`src/hdl/text_tokenizer_unit_assert.svh`:
```
// ============================================================================
// Assertion macros for the text tokenizer unit
// Shared macros; all assertion text is removed when ASSERT_OFF is defined.
// ============================================================================
`ifndef TEXT_TOKENIZER_UNIT_ASSERT_SVH
`define TEXT_TOKENIZER_UNIT_ASSERT_SVH

`ifndef ASSERT_OFF
`define TT_ASSERT(lbl, prop, msg) \
  lbl: assert property (@(posedge clk) disable iff (!rst_n) (prop)) else $error(msg);
`define TT_ASSERT_ALWAYS(lbl, prop, msg) \
  lbl: assert property (@(posedge clk) (prop)) else $error(msg);
`else
`define TT_ASSERT(lbl, prop, msg)
`define TT_ASSERT_ALWAYS(lbl, prop, msg)
`endif

`endif

```
`src/hdl/tt_pkg.sv`:
```
// ============================================================================
// Text tokenizer package
// Types, byte codes, token kinds and byte classes shared by the tokenizer.
// ============================================================================
`timescale 1ns / 1ps
`default_nettype none

package tt_pkg;

  localparam int OFFSET_BITS_DEF = 16;
  localparam int START_W         = 16;
  localparam int LEN_W           = 16;
  localparam int VAL_W           = 64;
  localparam int Q_DEPTH         = 4;
  localparam int Q_AW            = $clog2(Q_DEPTH);
  localparam int Q_CW            = $clog2(Q_DEPTH + 1);

  localparam logic [LEN_W-1:0] LEN_MAX = {LEN_W{1'b1}};

  localparam logic [7:0] CH_NUL   = 8'h00;
  localparam logic [7:0] CH_TAB   = 8'h09;
  localparam logic [7:0] CH_LF    = 8'h0A;
  localparam logic [7:0] CH_VT    = 8'h0B;
  localparam logic [7:0] CH_FF    = 8'h0C;
  localparam logic [7:0] CH_CR    = 8'h0D;
  localparam logic [7:0] CH_SP    = 8'h20;
  localparam logic [7:0] CH_QUOTE = 8'h22;
  localparam logic [7:0] CH_PLUS  = 8'h2B;
  localparam logic [7:0] CH_COMMA = 8'h2C;
  localparam logic [7:0] CH_MINUS = 8'h2D;
  localparam logic [7:0] CH_SLASH = 8'h2F;
  localparam logic [7:0] CH_ZERO  = 8'h30;
  localparam logic [7:0] CH_NINE  = 8'h39;
  localparam logic [7:0] CH_COLON = 8'h3A;
  localparam logic [7:0] CH_UPA   = 8'h41;
  localparam logic [7:0] CH_UPZ   = 8'h5A;
  localparam logic [7:0] CH_UNDER = 8'h5F;
  localparam logic [7:0] CH_LOA   = 8'h61;
  localparam logic [7:0] CH_LOZ   = 8'h7A;

  typedef enum logic [2:0] {
    M_IDLE, M_SPACE, M_NAME, M_INT, M_STR, M_SLASH, M_CMNT, M_COLON
  } tt_mode_t;

  typedef enum logic [3:0] {
    K_EOF    = 4'd0,
    K_NAME   = 4'd1,
    K_INT    = 4'd2,
    K_STRING = 4'd3,
    K_PLUS   = 4'd4,
    K_MINUS  = 4'd5,
    K_COLON  = 4'd6,
    K_COLON2 = 4'd7,
    K_COMMA  = 4'd8,
    K_ERROR  = 4'd9
  } tt_kind_t;

  typedef struct packed {
    tt_kind_t             kind;
    logic [START_W-1:0]   start;
    logic [LEN_W-1:0]     len;
    logic [VAL_W-1:0]     value;
  } tt_tok_t;

  // The second result of a byte is always a short token with no value.
  typedef struct packed {
    tt_tok_t              first;
    logic                 two;
    tt_kind_t             sec_kind;
    logic [START_W-1:0]   sec_start;
    logic                 sec_len;
  } tt_entry_t;

  typedef struct packed {
    logic empty;
    logic full;
  } tt_q_stat_t;

  function automatic logic is_letter(input logic [7:0] b);
    return b inside {[CH_LOA:CH_LOZ], [CH_UPA:CH_UPZ]};
  endfunction

  function automatic logic is_digit(input logic [7:0] b);
    return b inside {[CH_ZERO:CH_NINE]};
  endfunction

  function automatic logic is_space(input logic [7:0] b);
    return b inside {CH_SP, CH_LF, CH_CR, CH_TAB, CH_FF, CH_VT};
  endfunction

endpackage

`default_nettype wire

```
`src/hdl/tt_queue.sv`:
```
// ============================================================================
// Tokenizer result queue
// Short register queue of per-byte result entries between front and back.
// ============================================================================
`timescale 1ns / 1ps
`default_nettype none
`include "text_tokenizer_unit_assert.svh"

module tt_queue (
  input  wire logic              clk,
  input  wire logic              rst_n,
  input  wire logic              push,
  input  tt_pkg::tt_entry_t      push_entry,
  input  wire logic              pop,
  output tt_pkg::tt_entry_t      head,
  output tt_pkg::tt_q_stat_t     stat
);
  import tt_pkg::*;

  tt_entry_t         mem_r [Q_DEPTH];
  logic [Q_AW-1:0]   wr_ptr_r, wr_ptr_nxt;
  logic [Q_AW-1:0]   rd_ptr_r, rd_ptr_nxt;
  logic [Q_CW-1:0]   cnt_r, cnt_nxt;

  always_comb begin
    wr_ptr_nxt = wr_ptr_r;
    rd_ptr_nxt = rd_ptr_r;
    cnt_nxt    = cnt_r;
    if (push) begin
      wr_ptr_nxt = Q_AW'((Q_CW'(wr_ptr_r) + Q_CW'(1)) % Q_CW'(Q_DEPTH));
    end
    if (pop) begin
      rd_ptr_nxt = Q_AW'((Q_CW'(rd_ptr_r) + Q_CW'(1)) % Q_CW'(Q_DEPTH));
    end
    case ({push, pop})
      2'b10:   cnt_nxt = cnt_r + Q_CW'(1);
      2'b01:   cnt_nxt = cnt_r - Q_CW'(1);
      default: cnt_nxt = cnt_r;
    endcase
  end

  always_ff @(posedge clk) begin
    if (!rst_n) begin
      wr_ptr_r <= '0;
      rd_ptr_r <= '0;
      cnt_r    <= '0;
    end else begin
      wr_ptr_r <= wr_ptr_nxt;
      rd_ptr_r <= rd_ptr_nxt;
      cnt_r    <= cnt_nxt;
    end
  end

  always_ff @(posedge clk) begin
    if (push) begin
      mem_r[wr_ptr_r] <= push_entry;
    end
  end

  assign head       = mem_r[rd_ptr_r];
  assign stat.empty = (cnt_r == '0);
  assign stat.full  = (cnt_r == Q_CW'(Q_DEPTH));

  `TT_ASSERT(a_no_overflow, push |-> !stat.full, "Queue written while full.")
  `TT_ASSERT(a_no_underflow, pop |-> !stat.empty, "Queue read while empty.")
  `TT_ASSERT(a_cnt_range, cnt_r <= Q_CW'(Q_DEPTH), "Queue count out of range.")

endmodule

`default_nettype wire

```
`src/hdl/tt_front.sv`:
```
// ============================================================================
// Tokenizer front end
// Accepts one byte per cycle while the queue is not full, runs the lexer
// state machine and queues the results caused by each byte.
// ============================================================================
`timescale 1ns / 1ps
`default_nettype none

module tt_front #(
  parameter int OFFSET_BITS = tt_pkg::OFFSET_BITS_DEF
) (
  input  wire logic              clk,
  input  wire logic              rst_n,
  input  wire logic              in_tvalid,
  output logic                   in_tready,
  input  wire logic [7:0]        in_tdata,   // ch
  input  tt_pkg::tt_q_stat_t     q_stat,
  output logic                   q_push,
  output tt_pkg::tt_entry_t      q_entry
);
  import tt_pkg::*;

  tt_mode_t                   mode_r, mode_nxt;
  logic [OFFSET_BITS-1:0]     pos_r, pos_nxt;
  logic [START_W-1:0]         tstart_r, tstart_nxt;
  logic [LEN_W-1:0]           cnt_r, cnt_nxt;
  logic [VAL_W-1:0]           acc_r, acc_nxt;

  logic                       accept;
  logic [7:0]                 ch;
  logic [OFFSET_BITS-1:0]     pos_inc;
  logic [OFFSET_BITS+START_W-1:0] pos_ext, inc_ext;
  logic [START_W-1:0]         p16, p1_16;
  logic [LEN_W-1:0]           cnt_up;
  logic [7:0]                 digit;
  logic [VAL_W-1:0]           acc_mac;

  tt_mode_t                   idle_mode;
  logic                       idle_emit;
  tt_kind_t                   idle_kind;
  logic [START_W-1:0]         idle_start;
  logic                       idle_len1;
  logic                       idle_cnt_ld;
  logic [LEN_W-1:0]           idle_cnt;
  logic                       idle_acc_ld;

  logic                       end_emit;
  tt_kind_t                   end_kind;
  logic [LEN_W-1:0]           end_len;
  logic [VAL_W-1:0]           end_val;
  logic                       use_idle;

  assign accept    = in_tvalid && in_tready;
  assign in_tready = !q_stat.full;
  assign ch        = in_tdata;
  assign pos_inc   = pos_r + OFFSET_BITS'(1);
  assign pos_ext   = {{START_W{1'b0}}, pos_r};
  assign inc_ext   = {{START_W{1'b0}}, pos_inc};
  assign p16       = pos_ext[START_W-1:0];
  assign p1_16     = inc_ext[START_W-1:0];
  assign cnt_up    = (cnt_r == LEN_MAX) ? cnt_r : cnt_r + LEN_W'(1);
  assign digit     = ch - CH_ZERO;
  assign acc_mac   = {acc_r[VAL_W-4:0], 3'b000} + {acc_r[VAL_W-2:0], 1'b0}
                     + VAL_W'(digit);

  always_comb begin
    idle_mode   = M_IDLE;
    idle_emit   = 1'b0;
    idle_kind   = K_ERROR;
    idle_start  = p16;
    idle_len1   = 1'b1;
    idle_cnt_ld = 1'b0;
    idle_cnt    = '0;
    idle_acc_ld = 1'b0;
    if (ch == CH_NUL) begin
      idle_emit = 1'b1;
      idle_kind = K_EOF;
      idle_len1 = 1'b0;
    end else if (ch inside {CH_SP, CH_LF, CH_CR, CH_TAB, CH_FF}) begin
      idle_mode = M_SPACE;
    end else if (is_letter(ch) || ch == CH_UNDER) begin
      idle_mode   = M_NAME;
      idle_cnt_ld = 1'b1;
      idle_cnt    = LEN_W'(1);
    end else if (is_digit(ch)) begin
      idle_mode   = M_INT;
      idle_cnt_ld = 1'b1;
      idle_cnt    = LEN_W'(1);
      idle_acc_ld = 1'b1;
    end else if (ch == CH_QUOTE) begin
      idle_mode   = M_STR;
      idle_start  = p1_16;
      idle_cnt_ld = 1'b1;
    end else if (ch == CH_SLASH) begin
      idle_mode = M_SLASH;
    end else if (ch == CH_COLON) begin
      idle_mode = M_COLON;
    end else if (ch == CH_PLUS) begin
      idle_emit = 1'b1;
      idle_kind = K_PLUS;
    end else if (ch == CH_MINUS) begin
      idle_emit = 1'b1;
      idle_kind = K_MINUS;
    end else if (ch == CH_COMMA) begin
      idle_emit = 1'b1;
      idle_kind = K_COMMA;
    end else begin
      idle_emit = 1'b1;
      idle_kind = K_ERROR;
    end
  end

  always_comb begin
    mode_nxt = mode_r;
    if (accept) begin
      case (mode_r)
        M_SPACE: mode_nxt = is_space(ch) ? M_SPACE : idle_mode;
        M_NAME:  mode_nxt = (is_letter(ch) || ch == CH_UNDER) ? M_NAME : idle_mode;
        M_INT:   mode_nxt = (is_letter(ch) || is_digit(ch)) ? M_INT : idle_mode;
        M_STR: begin
          if (ch == CH_QUOTE) begin
            mode_nxt = M_IDLE;
          end else if (ch == CH_NUL) begin
            mode_nxt = idle_mode;
          end else begin
            mode_nxt = M_STR;
          end
        end
        M_SLASH: mode_nxt = (ch == CH_SLASH) ? M_CMNT : idle_mode;
        M_CMNT: begin
          if (ch == CH_LF) begin
            mode_nxt = M_SPACE;
          end else if (ch == CH_NUL) begin
            mode_nxt = idle_mode;
          end else begin
            mode_nxt = M_CMNT;
          end
        end
        M_COLON: mode_nxt = (ch == CH_COLON) ? M_IDLE : idle_mode;
        default: mode_nxt = idle_mode;
      endcase
    end
  end

  always_comb begin
    end_emit   = 1'b0;
    end_kind   = K_ERROR;
    end_len    = cnt_r;
    end_val    = '0;
    use_idle   = 1'b0;
    cnt_nxt    = cnt_r;
    acc_nxt    = acc_r;
    case (mode_r)
      M_SPACE: use_idle = !is_space(ch);
      M_NAME: begin
        if (is_letter(ch) || ch == CH_UNDER) begin
          cnt_nxt = cnt_up;
        end else begin
          end_emit = 1'b1;
          end_kind = K_NAME;
          use_idle = 1'b1;
        end
      end
      M_INT: begin
        if (is_letter(ch) || is_digit(ch)) begin
          acc_nxt = acc_mac;
          cnt_nxt = cnt_up;
        end else begin
          end_emit = 1'b1;
          end_kind = K_INT;
          end_val  = acc_r;
          acc_nxt  = '0;
          use_idle = 1'b1;
        end
      end
      M_STR: begin
        if (ch == CH_QUOTE) begin
          end_emit = 1'b1;
          end_kind = K_STRING;
        end else if (ch == CH_NUL) begin
          end_emit = 1'b1;
          end_kind = K_ERROR;
          use_idle = 1'b1;
        end else begin
          cnt_nxt = cnt_up;
        end
      end
      M_SLASH: begin
        if (ch != CH_SLASH) begin
          end_emit = 1'b1;
          end_kind = K_ERROR;
          end_len  = LEN_W'(1);
          use_idle = 1'b1;
        end
      end
      M_CMNT: use_idle = (ch == CH_NUL);
      M_COLON: begin
        end_emit = 1'b1;
        use_idle = (ch != CH_COLON);
        end_kind = (ch == CH_COLON) ? K_COLON2 : K_COLON;
        end_len  = (ch == CH_COLON) ? LEN_W'(2) : LEN_W'(1);
      end
      default: use_idle = 1'b1;
    endcase

    tstart_nxt = tstart_r;
    if (use_idle) begin
      tstart_nxt = idle_start;
      if (idle_cnt_ld) begin
        cnt_nxt = idle_cnt;
      end
      if (idle_acc_ld) begin
        acc_nxt = VAL_W'(digit);
      end
    end
    pos_nxt = pos_inc;

    q_push  = accept && (end_emit || (use_idle && idle_emit));
    q_entry.two       = end_emit && use_idle && idle_emit;
    q_entry.sec_kind  = idle_kind;
    q_entry.sec_start = p16;
    q_entry.sec_len   = idle_len1;
    if (end_emit) begin
      q_entry.first.kind  = end_kind;
      q_entry.first.start = tstart_r;
      q_entry.first.len   = end_len;
      q_entry.first.value = end_val;
    end else begin
      q_entry.first.kind  = idle_kind;
      q_entry.first.start = p16;
      q_entry.first.len   = LEN_W'(idle_len1);
      q_entry.first.value = '0;
    end
  end

  always_ff @(posedge clk) begin
    if (!rst_n) begin
      mode_r   <= M_IDLE;
      pos_r    <= '0;
      tstart_r <= '0;
      cnt_r    <= '0;
      acc_r    <= '0;
    end else begin
      mode_r <= mode_nxt;
      if (accept) begin
        pos_r    <= pos_nxt;
        tstart_r <= tstart_nxt;
        cnt_r    <= cnt_nxt;
        acc_r    <= acc_nxt;
      end
    end
  end

endmodule

`default_nettype wire

```
`src/hdl/tt_back.sv`:
```
// ============================================================================
// Tokenizer back end
// Takes queued entries apart into single results and drives the output
// register of the result stream.
// ============================================================================
`timescale 1ns / 1ps
`default_nettype none
`include "text_tokenizer_unit_assert.svh"

module tt_back (
  input  wire logic              clk,
  input  wire logic              rst_n,
  input  tt_pkg::tt_entry_t      head,
  input  tt_pkg::tt_q_stat_t     q_stat,
  output logic                   q_pop,
  output logic                   out_tvalid,
  input  wire logic              out_tready,
  output logic [103:0]           out_tdata,  // kind, start_offset, length, int_value
  output logic                   out_tlast
);
  import tt_pkg::*;

  logic      sub_r, sub_nxt;
  logic      vld_r, vld_nxt;
  tt_tok_t   tok_r, tok_nxt;
  logic      last_r, last_nxt;
  logic      load;

  assign load = !vld_r || out_tready;

  always_comb begin
    sub_nxt  = sub_r;
    vld_nxt  = vld_r;
    tok_nxt  = tok_r;
    last_nxt = last_r;
    q_pop    = 1'b0;
    if (load) begin
      vld_nxt = !q_stat.empty;
      if (!q_stat.empty) begin
        if (sub_r) begin
          tok_nxt.kind  = head.sec_kind;
          tok_nxt.start = head.sec_start;
          tok_nxt.len   = LEN_W'(head.sec_len);
          tok_nxt.value = '0;
          last_nxt      = 1'b1;
          sub_nxt       = 1'b0;
          q_pop         = 1'b1;
        end else begin
          tok_nxt  = head.first;
          last_nxt = !head.two;
          sub_nxt  = head.two;
          q_pop    = !head.two;
        end
      end
    end
  end

  always_ff @(posedge clk) begin
    if (!rst_n) begin
      sub_r <= 1'b0;
      vld_r <= 1'b0;
    end else begin
      sub_r <= sub_nxt;
      vld_r <= vld_nxt;
    end
  end

  always_ff @(posedge clk) begin
    tok_r  <= tok_nxt;
    last_r <= last_nxt;
  end

  assign out_tvalid = vld_r;
  assign out_tlast  = last_r;
  assign out_tdata  = {4'b0000, tok_r.value, tok_r.len, tok_r.start, tok_r.kind};

  `TT_ASSERT(a_sub_pair, sub_r |-> (!q_stat.empty && head.two), "Second result without a pair.")

endmodule

`default_nettype wire

```
`src/hdl/text_tokenizer_unit.sv`:
```
// ============================================================================
// Text tokenizer unit
// Streaming lexer that turns a byte stream into name, integer, string,
// punctuation, end-of-text and error tokens.
// ============================================================================
// The unit takes one text byte per cycle; a result is written to the queue
// with the byte that completes it and then loaded into the output register.
// Most bytes give at most one result; a byte that closes a name, integer,
// colon or lone slash and also forms a token of its own, or an end of text
// inside an open string, gives two, and the output register sends those one
// after the other, so a stream rich in such pairs is limited by the result
// side while a four-entry queue absorbs bursts. The input stalls only while
// that queue is full. The per-byte path is set by the integer accumulator,
// which folds in one digit a cycle with a 64-bit multiply by ten and add.
`timescale 1ns / 1ps
`default_nettype none

module text_tokenizer_unit #(
  parameter int OFFSET_BITS = tt_pkg::OFFSET_BITS_DEF
) (
  input  wire logic           clk,
  input  wire logic           rst_n,
  input  wire logic           in_tvalid,
  output logic                in_tready,
  input  wire logic [7:0]     in_tdata,   // ch
  output logic                out_tvalid,
  input  wire logic           out_tready,
  output logic [103:0]        out_tdata,  // kind, start_offset, length, int_value
  output logic                out_tlast   // last
);
  import tt_pkg::*;

  tt_entry_t   q_entry;
  tt_entry_t   q_head;
  tt_q_stat_t  q_stat;
  logic        q_push;
  logic        q_pop;

  tt_front #(
    .OFFSET_BITS (OFFSET_BITS)
  ) u_front (
    .clk       (clk),
    .rst_n     (rst_n),
    .in_tvalid (in_tvalid),
    .in_tready (in_tready),
    .in_tdata  (in_tdata),
    .q_stat    (q_stat),
    .q_push    (q_push),
    .q_entry   (q_entry)
  );

  tt_queue u_queue (
    .clk        (clk),
    .rst_n      (rst_n),
    .push       (q_push),
    .push_entry (q_entry),
    .pop        (q_pop),
    .head       (q_head),
    .stat       (q_stat)
  );

  tt_back u_back (
    .clk        (clk),
    .rst_n      (rst_n),
    .head       (q_head),
    .q_stat     (q_stat),
    .q_pop      (q_pop),
    .out_tvalid (out_tvalid),
    .out_tready (out_tready),
    .out_tdata  (out_tdata),
    .out_tlast  (out_tlast)
  );

endmodule

`default_nettype wire
```
`config.mk`:
```
export PLATFORM = sky130hd
export DESIGN_NAME = text_tokenizer_unit
export DESIGN_NICKNAME = d
export VERILOG_FILES = /design/src/hdl/tt_pkg.sv /design/src/hdl/tt_queue.sv /design/src/hdl/tt_front.sv /design/src/hdl/tt_back.sv /design/src/hdl/text_tokenizer_unit.sv
export VERILOG_INCLUDE_DIRS = /design/src /design/src/hdl
export SDC_FILE = /design/constraint.sdc
export NUM_CORES = 1
export LEC_CHECK = 0
export ABC_AREA = 1
export BUFFER_PORTS_ARGS = -buffer_cell sky130_fd_sc_hd__buf_2
export CAP_MARGIN = 20
export CELL_PAD_IN_SITES_DETAIL_PLACEMENT = 0
export CELL_PAD_IN_SITES_GLOBAL_PLACEMENT = 2
export CORE_MARGIN = 1
export CORE_UTILIZATION = 39
export DETAILED_ROUTE_END_ITERATION = 10
export PLACE_DENSITY_LB_ADDON = 0.1
export SYNTH_ARGS = -nofsm -noshare
export SYNTH_HDL_FRONTEND = slang
export SYNTH_SLANG_ARGS = --single-unit
```
`constraint.sdc`:
```
create_clock -name clk -period 10.4 [get_ports clk]
set_clock_uncertainty 0.15 [all_clocks]
set_input_delay 2.08 -clock clk [delete_from_list [all_inputs] [get_ports clk]]
set_output_delay 2.08 -clock clk [all_outputs]
set_load 0.01 [all_outputs]
```
==> summary.md, run 1 <==
| Metric | Value |
|---|---|
| Avg Synthesized Cell Area | `8.66 µm²` |
| Post-CTS setup buffers | `0` |
| CP arrival | `6.42 ns` |
| Drt wl/cell | `19.3 µm` |
| Die X | `306 µm` |
| Vias | `27300` |
| CTS tree | `built` |
| WP buf/inv | `3` |
| Ranking of synthesized cells by area | `edfxtp_1, nand2_1, nor2_1, dfxtp_1, inv_1` |
| Crit start category | `input port` |
| Pre-antenna DRT Iters | `5` |
| First-pass GRT wire length | `162 mm` |
| Clk_lat worst skew | `0.65 ns` |
| RSZ-0062 raised after global routing | `false` |
| Total CTS buffers | `81` |
| Initial Util | `39.3%` |
| Area Growth Syn to Fin | `12.5%` |
| Final Hold Fails | `0` |
| Post-synth top area cell | `edfxtp_1` |
| Critical path, cell by cell | `buf_2, nor2_1, inv_1, nor2_1, o21ai_1, nand2_2, nand4_4, nand3_2, nor2_2, nand2_1, nand2_1, nor2_4, buf_4` |
| Setup CP Type | `input port to register` |
| Final non-filler cell area | `40500 µm²` |
| Share of cells above drive strength 1 | `7.69%` |
| Crit path max fanout | `37` |
| Placement Cell Area | `37700 µm²` |
| Cells after synthesis | `4154` |
| Synth top area share | `48.8%` |
| Crit path time final | `6.30 ns` |
| Status | `complete, no violations` |
| Peak VDD IR | `0.000168 V` |
| Clock Tree Buf Depth | `3` |
| Library cells used by synthesis | `46` |
| Ys flop type | `edfxtp_1` |
| Clock tree sinks | `711` |
| Worst-Margin Slew | `1.13 ns` |
| Initial antenna violation count | `2` |
| Most common cell after layout, fill and taps aside | `nand2_1` |
| Final worst-path cycle share | `60.6%` |
| Initial drt markers | `1824` |
| Layout Cells excl Fill | `5478` |
| Largest net degree at the start of global routing | `97` |
| Synth warn | `0` |
| Slew HR | `24.9%` |
| Hold_buf cts | `0` |
| Residual DRC | `0` |
| Critical-path top delay cell | `nor2_4` |
| Critical Path Max Stage Delay | `0.90 ns` |
| Async set-or-reset flop fraction in the synthesized netlist | `0%` |
| CP Data Required Time | `10.53 ns` |
| Number of synthesized flops with an enable pin | `585` |
| Static leakage | `0.0166 µW` |
| Die Y-Extent | `306 µm` |
| GRT Total Usage | `22.6%` |
| WL final | `106 mm` |
| Max Slew Vio Count | `0` |
| Fmax achieved | `0.159 GHz` |
| I/O pins | `119` |
| Post-DRT Antenna Nets | `0` |
| CTS clk-pin slew, worst paths | `0.07 ns` |
| Setup TNS | `0 ns` |
| Vias in the first global route | `26400` |
| Commonest cells after routing, fill and taps aside | `nand2_1, nor2_1, edfxtp_1` |
| H-tree Lvls | `3` |
| # rows | `111` |
| Core region area | `91500 µm²` |
| Seq cells post-synth | `711` |
| Placer congestion estimate | `0.832` |
| Clock root cell | `clkbuf_16` |
| Mapped cell area | `36000 µm²` |
| Setup crit end kind | `register` |
| Die area | `93500 µm²` |
| DP Wirelength | `71.5 mm` |
| Max-Cap Viols | `0` |
| Seq/Total Area, Yosys | `55.8%` |
| Class of the tightest hold or removal check | `register to register` |
| Cell count after placement | `5328` |
| Crit path max-delay family | `simple AND/OR/NAND/NOR gates` |
| Grt total ovfl | `0` |
| Port Buffers | `114` |
| Layout Nets | `4374` |
| Endpoints failing setup | `0` |
| DR vias/cell | `4.99` |
| PwrDens | `219 nW/µm²` |
| # resized after CTS | `0` |
## layout make-up
cell class	instances	area, µm²
Timing Repair Buffer	147	851
Clock buffer	96	2180
Inverter	493	1860
Fill cell	9116	51100
Tap cell	1186	1480
Antenna cell	1	2.50
Sequential cell	711	20100
Clock inverter	53	561
Multi-Input combinational cell	2791	13400
## sequential cells by signal, summed over array words and instances, names as in the netlist, named ones only
signal,cells
u_queue.wr_ptr_r,2
u_queue.cnt_r,3
u_front.p16,16
u_front.cnt_r,16
u_back.sub_r,1
u_back.out_tlast,1
u_queue.rd_ptr_r,2
u_front.tstart_r,16
u_back.out_tvalid,1
u_back.out_tdata,100
u_queue.mem_r,484
u_front.mode_r,3
u_front.acc_r,64
## path summary, 6_finish.rpt
check	from	to	slack (ns)	cells after the start
setup / recovery	in_tdata[1]	u_queue.mem_r[2][73]$_DFFE_PP_	4.10	13
hold / removal	u_front.tstart_r[1]$_SDFFE_PN0P_	u_front.tstart_r[1]$_SDFFE_PN0P_	0.31	2
setup reg to reg	u_front.mode_r[0]$_SDFFE_PN0P_	u_queue.mem_r[2][73]$_DFFE_PP_	5.31	10
hold reg to reg	u_front.tstart_r[1]$_SDFFE_PN0P_	u_front.tstart_r[1]$_SDFFE_PN0P_	0.31	2
## synthesized netlist by cell type (24+ instances only)
library cell and number:
nand3_1 140, inv_1 478, nand2_1 966, o22ai_1 49
nor2_1 744, o21ai_0 311, a21oi_1 239, ha_1 130
o21ai_1 24, clkbuf_1 126, dfxtp_1 126, nor3_1 29
xor2_1 26, edfxtp_1 585
## power by group
| group | switching (µW) | internal [µW] | leakage, µW |
|---|---|---|---|
| clock | 1180 | 1730 | 0.00134 |
| combinational | 1510 | 583 | 0.00888 |
| sequential | 189 | 3650 | 0.00635 |
## cells by family (layout without fill, tap and decap cells)
group,count (synthesis),after routing,share of synthesized area [%]
flip-flops,711,711,55.8
AO/OA/AOI/OAI,664,664,9.63
XOR/XNOR,44,44,1.07
other,1,5,0.0104
AND/OR/NAND/NOR,1942,1942,21.5
buffers and inverters,655,789,7.04
adder cells (fa/ha/maj),137,137,4.91
## metrics by stage
stage          total power [µW]  hold slack, ns  setup WS, ns  util (%)
2_1_floorplan              5270           0.272          1.11         -
3_3_place_gp               6040           0.294          3.42      41.2
3_5_place_dp               6050           0.296          3.34      41.2
4_1_cts                    9000           0.309          4.02      44.2
5_1_grt                    9330           0.329          3.69      44.2
6_report                   8840           0.313          4.10      44.2
## tightest hold or removal path, cell delays in order (launching register included)
cell and delay, ns:
dfxtp_1 0.30, inv_1 0.06, a21oi_1 0.06
## routing by layer
layer	global-route usage [%]	up-vias	part of all wire, %
li1	-	13800	-
met4	5.05	0	1.4
met2	36.9	423	46
met5	0	-	0
met3	2.82	88	3.6
met1	32.0	13000	49
Power figures use the tool's default switching activity.
==> inputs of run 2 (changes only) <==
Settings changed: ABC_AREA 1 to 0, CORE_UTILIZATION 39 to 45.
Clock period 10.4 ns to 6.5 ns, I/O delays scaled along.
==> summary.md, run 2 <==
| Metric | Value |
|---|---|
| Status | `complete, no violations` |
| Avg Synthesized Cell Area | `13.8 µm² (+60%)` |
| WHS Path Cells | `2 (unchanged)` |
| Top cells by count, synth | `edfxtp_1, nand2_1, and2_1` |
| Vias | `19500 (-29%)` |
| Synth Area in Simple Gates | `10.3% (-11 points)` |
| Share of cells above drive strength 1 | `17.5% (+9.8 points)` |
| Port Buffers | `114 (unchanged)` |
| Number of synthesized flops with an enable pin | `585 (unchanged)` |
| Slew HR | `29.5% (+4.6 points)` |
| Ranking of synthesized cells by area | `edfxtp_1, mux4_2, dfxtp_1, ha_1, and2_1` |
| Synth Area in Compound Gates | `8.52% (-1.1 points)` |
| H-tree Lvls | `3 (unchanged)` |
| Final Hold Fails | `0 (unchanged)` |
| Cells after synthesis | `2352 (-43%)` |
| CP Data Required Time | `6.90 ns (-3.63 ns)` |
| GRT Total Usage | `20.7% (-1.9 points)` |
| Residual DRC | `0 (unchanged)` |
| Max reg flops | `484 (unchanged)` |
| Pre-CTS setup slack | `0.757 ns (-2.58 ns)` |
| Static leakage | `0.0133 µW (-20%)` |
| Post-synthesis mux area share | `9.10% (+9.1 points)` |
| Worst-Margin Slew | `1.05 ns (-0.0787 ns)` |
| Largest net degree at the start of global routing | `59 (-39%)` |
| Core region area | `71500 µm² (-22%)` |
| Library cells used by synthesis | `85 (+85%)` |
| Die area | `73300 µm² (-22%)` |
| Max-Cap Viols | `0 (unchanged)` |
| Die X | `271 µm (-11%)` |
| Drt wl/cell | `21.5 µm (+11%)` |
| Synth warn | `0 (unchanged)` |
| Largest family of logic cells by synthesized area | `simple AND/OR/NAND/NOR gates` |
| Setup crit end kind | `register` |
| Clock root cell | `clkbuf_16` |
| Most common cell after layout, fill and taps aside | `edfxtp_1` |
| Vias in the first global route | `20200 (-23%)` |
| Final worst-path cycle share | `77.9%` |
| Mapped cell area | `32500 µm² (-9.7%)` |
| Critical-path top delay cell | `a21oi_1` |
| Clock Tree Buf Depth | `3 (unchanged)` |
| Crit start category | `input port` |
| CTS clk-pin slew, worst paths | `0.06 ns (about the same)` |
| Die Y-Extent | `271 µm (-11%)` |
| WL final | `74.7 mm (-29%)` |
| CTS tree | `built` |
| Layout Cells excl Fill | `3471 (-37%)` |
| Fillers | `6072 (-33%)` |
| Endpoints failing setup | `0 (unchanged)` |
| Initial Util | `45.5% (+6.2 points)` |
| Fmax achieved | `0.198 GHz` |
| Seq cells post-synth | `711 (unchanged)` |
| Critical path, cell by cell | `buf_2, ha_1, xor2_1, fa_1, inv_1, ha_1, a21o_1, a21oi_1, a31oi_1, a31oi_1, buf_4, a21oi_1, o21ai_0, a21oi_1, a31oi_1, xor2_1, o21ai_0` |
| Class of the tightest hold or removal check | `register to register` |
| Ys flop type | `edfxtp_1` |
| Largest Register | `u_queue.mem_r` |
| Total Power | `13200 µW (+49%)` |
| Pre-antenna DRT Iters | `5 (unchanged)` |
| Reg2Reg Depth | `14 (+4)` |
| Peak VDD IR | `0.000511 V (+200%)` |
| # rows | `98 (-12%)` |
| Crit path time final | `5.06 ns` |
| Clk_lat worst skew | `0.61 ns (-0.04 ns)` |
| Setup CP Type | `input port to register` |
| Async set-or-reset flop fraction in the synthesized netlist | `0% (unchanged)` |
| Initial drt markers | `1292 (-29%)` |
| Cell count after placement | `3329 (-38%)` |
| DR vias/cell | `5.63 (+13%)` |
| Setup slack after layout | `1.44 ns (-2.66 ns)` |
| Commonest cells after routing, fill and taps aside | `edfxtp_1, nand2_1, and2_1` |
| CP arrival | `5.46 ns (-0.96 ns)` |
| Area share of fa/ha/maj cells after synthesis | `5.44% (+0.53 points)` |
| Grt total ovfl | `0 (unchanged)` |
| Area Growth Syn to Fin | `13.0%` |
| Layout Nets | `2607 (-40%)` |
| RSZ-0062 raised after global routing | `false` |
| Post-DRT Antenna Nets | `0 (unchanged)` |
| # resized after CTS | `0 (unchanged)` |
| Seq/Total Area, Yosys | `61.8% (+6.0 points)` |
| I/O pins | `119 (unchanged)` |
| DP Wirelength | `49.4 mm (-31%)` |
| Post-CTS setup buffers | `0 (unchanged)` |
| Initial antenna violation count | `5 (+3)` |
| Placer congestion estimate | `0.850 (+2.2%)` |
| Hold_buf cts | `0 (unchanged)` |
| PwrDens | `359 nW/µm² (+64%)` |
| Setup TNS | `0 ns (unchanged)` |
| Count leader, synth | `edfxtp_1` |
| Clock tree sinks | `711 (unchanged)` |
| First-pass GRT wire length | `118 mm (-27%)` |
| Crit path max fanout | `7 (-81%)` |
| Critical Path Max Stage Delay | `0.55 ns (-0.35 ns)` |
| Max Slew Vio Count | `0 (unchanged)` |
| Total CTS buffers | `77 (-4.9%)` |
| Synth Area in XOR/XNOR | `2.43% (+1.4 points)` |
| Post-synth top area cell | `edfxtp_1` |
| Synth top area share | `54.0% (+5.2 points)` |
==> run 2: changes by cell type after synthesis, moves of 28 or more <==
| cell | change |
|---|---|
| xnor2_1 | +28 |
| a22oi_1 | +30 |
| o21ai_0 | -229 |
| a21o_1 | +36 |
| nand3_1 | -114 |
| o22ai_1 | -46 |
| clkbuf_1 | -42 |
| mux4_2 | +121 |
| a21oi_1 | -114 |
| inv_1 | -426 |
| nor2_1 | -618 |
| and2_1 | +164 |
| nand2_1 | -777 |
==> run 2: metal layers <==
metal	global-route usage, %	part of all wire [%]	up-vias	wire, µm
met1	27.5	44	9815	33200
met4	7.06	2.7	0	2010
met5	0	0	-	0
met3	2.93	4.0	124	2990
met2	34.8	49	410	36500
li1	-	-	9179	-
==> run 2: final cells by class <==
type / count / area (µm²) / area share [%]
Sequential cell: 711 / 20100 / 54.7
Multi-Input combinational cell: 1459 / 11700 / 31.8
Clock buffer: 102 / 2130 / 5.81
Tap cell: 950 / 1190 / 3.24
Timing Repair Buffer: 156 / 1060 / 2.89
Clock inverter: 38 / 357 / 0.971
Inverter: 53 / 203 / 0.552
Antenna cell: 2 / 5.00 / 0.0136
==> run 2: cell families (layout without fill, tap and decap cells) <==
kind of cell    count (synthesis)  after routing
simple gates                  652            652
flops                         711            711
xor+xnor                       90             90
compound gates                434            434
fa+ha+maj                     137            137
other cells                     1              6
mux                           142            142
buf+inv                       185            349
==> run 2: final timing paths <==
path	end	slack [ns]	from
hold / removal	u_front.acc_r[4]$_SDFFE_PN0P_	0.33	u_front.acc_r[4]$_SDFFE_PN0P_
setup reg to reg	u_front.acc_r[54]$_SDFFE_PN0P_	2.08	u_front.acc_r[0]$_SDFFE_PN0P_
hold reg to reg	u_front.acc_r[4]$_SDFFE_PN0P_	0.33	u_front.acc_r[4]$_SDFFE_PN0P_
setup / recovery	u_front.acc_r[54]$_SDFFE_PN0P_	1.44	in_tdata[4]
==> run 2: per-stage QoR <==
stage	area, µm²	hold slack (ns)	utilization, %
final	36700	0.325	51.4
after floorplan	32500	0.288	-
after detailed placement	34200	0.311	47.9
after global routing	36700	0.346	51.3
after global placement	34200	0.308	47.9
after CTS	36700	0.319	51.3
==> run 2: worst max-delay path, delay by kind of cell <==
kind                     cells  cell delay [ns]
XOR/XNOR                     2             0.36
AO/OA/AOI/OAI                9             2.28
buffers and inverters        3             0.38
adder cells (fa/ha/maj)      3             1.14
==> run 2: power by group <==
| group | total [µW] | leakage [µW] | internal (µW) | switching, µW |
|---|---|---|---|---|
| combinational | 2790 | 0.00547 | 1180 | 1620 |
| clock | 4270 | 0.00123 | 2520 | 1760 |
| sequential | 6100 | 0.00662 | 5860 | 242 |
| total | 13200 | 0.0133 | 9550 | 3610 |
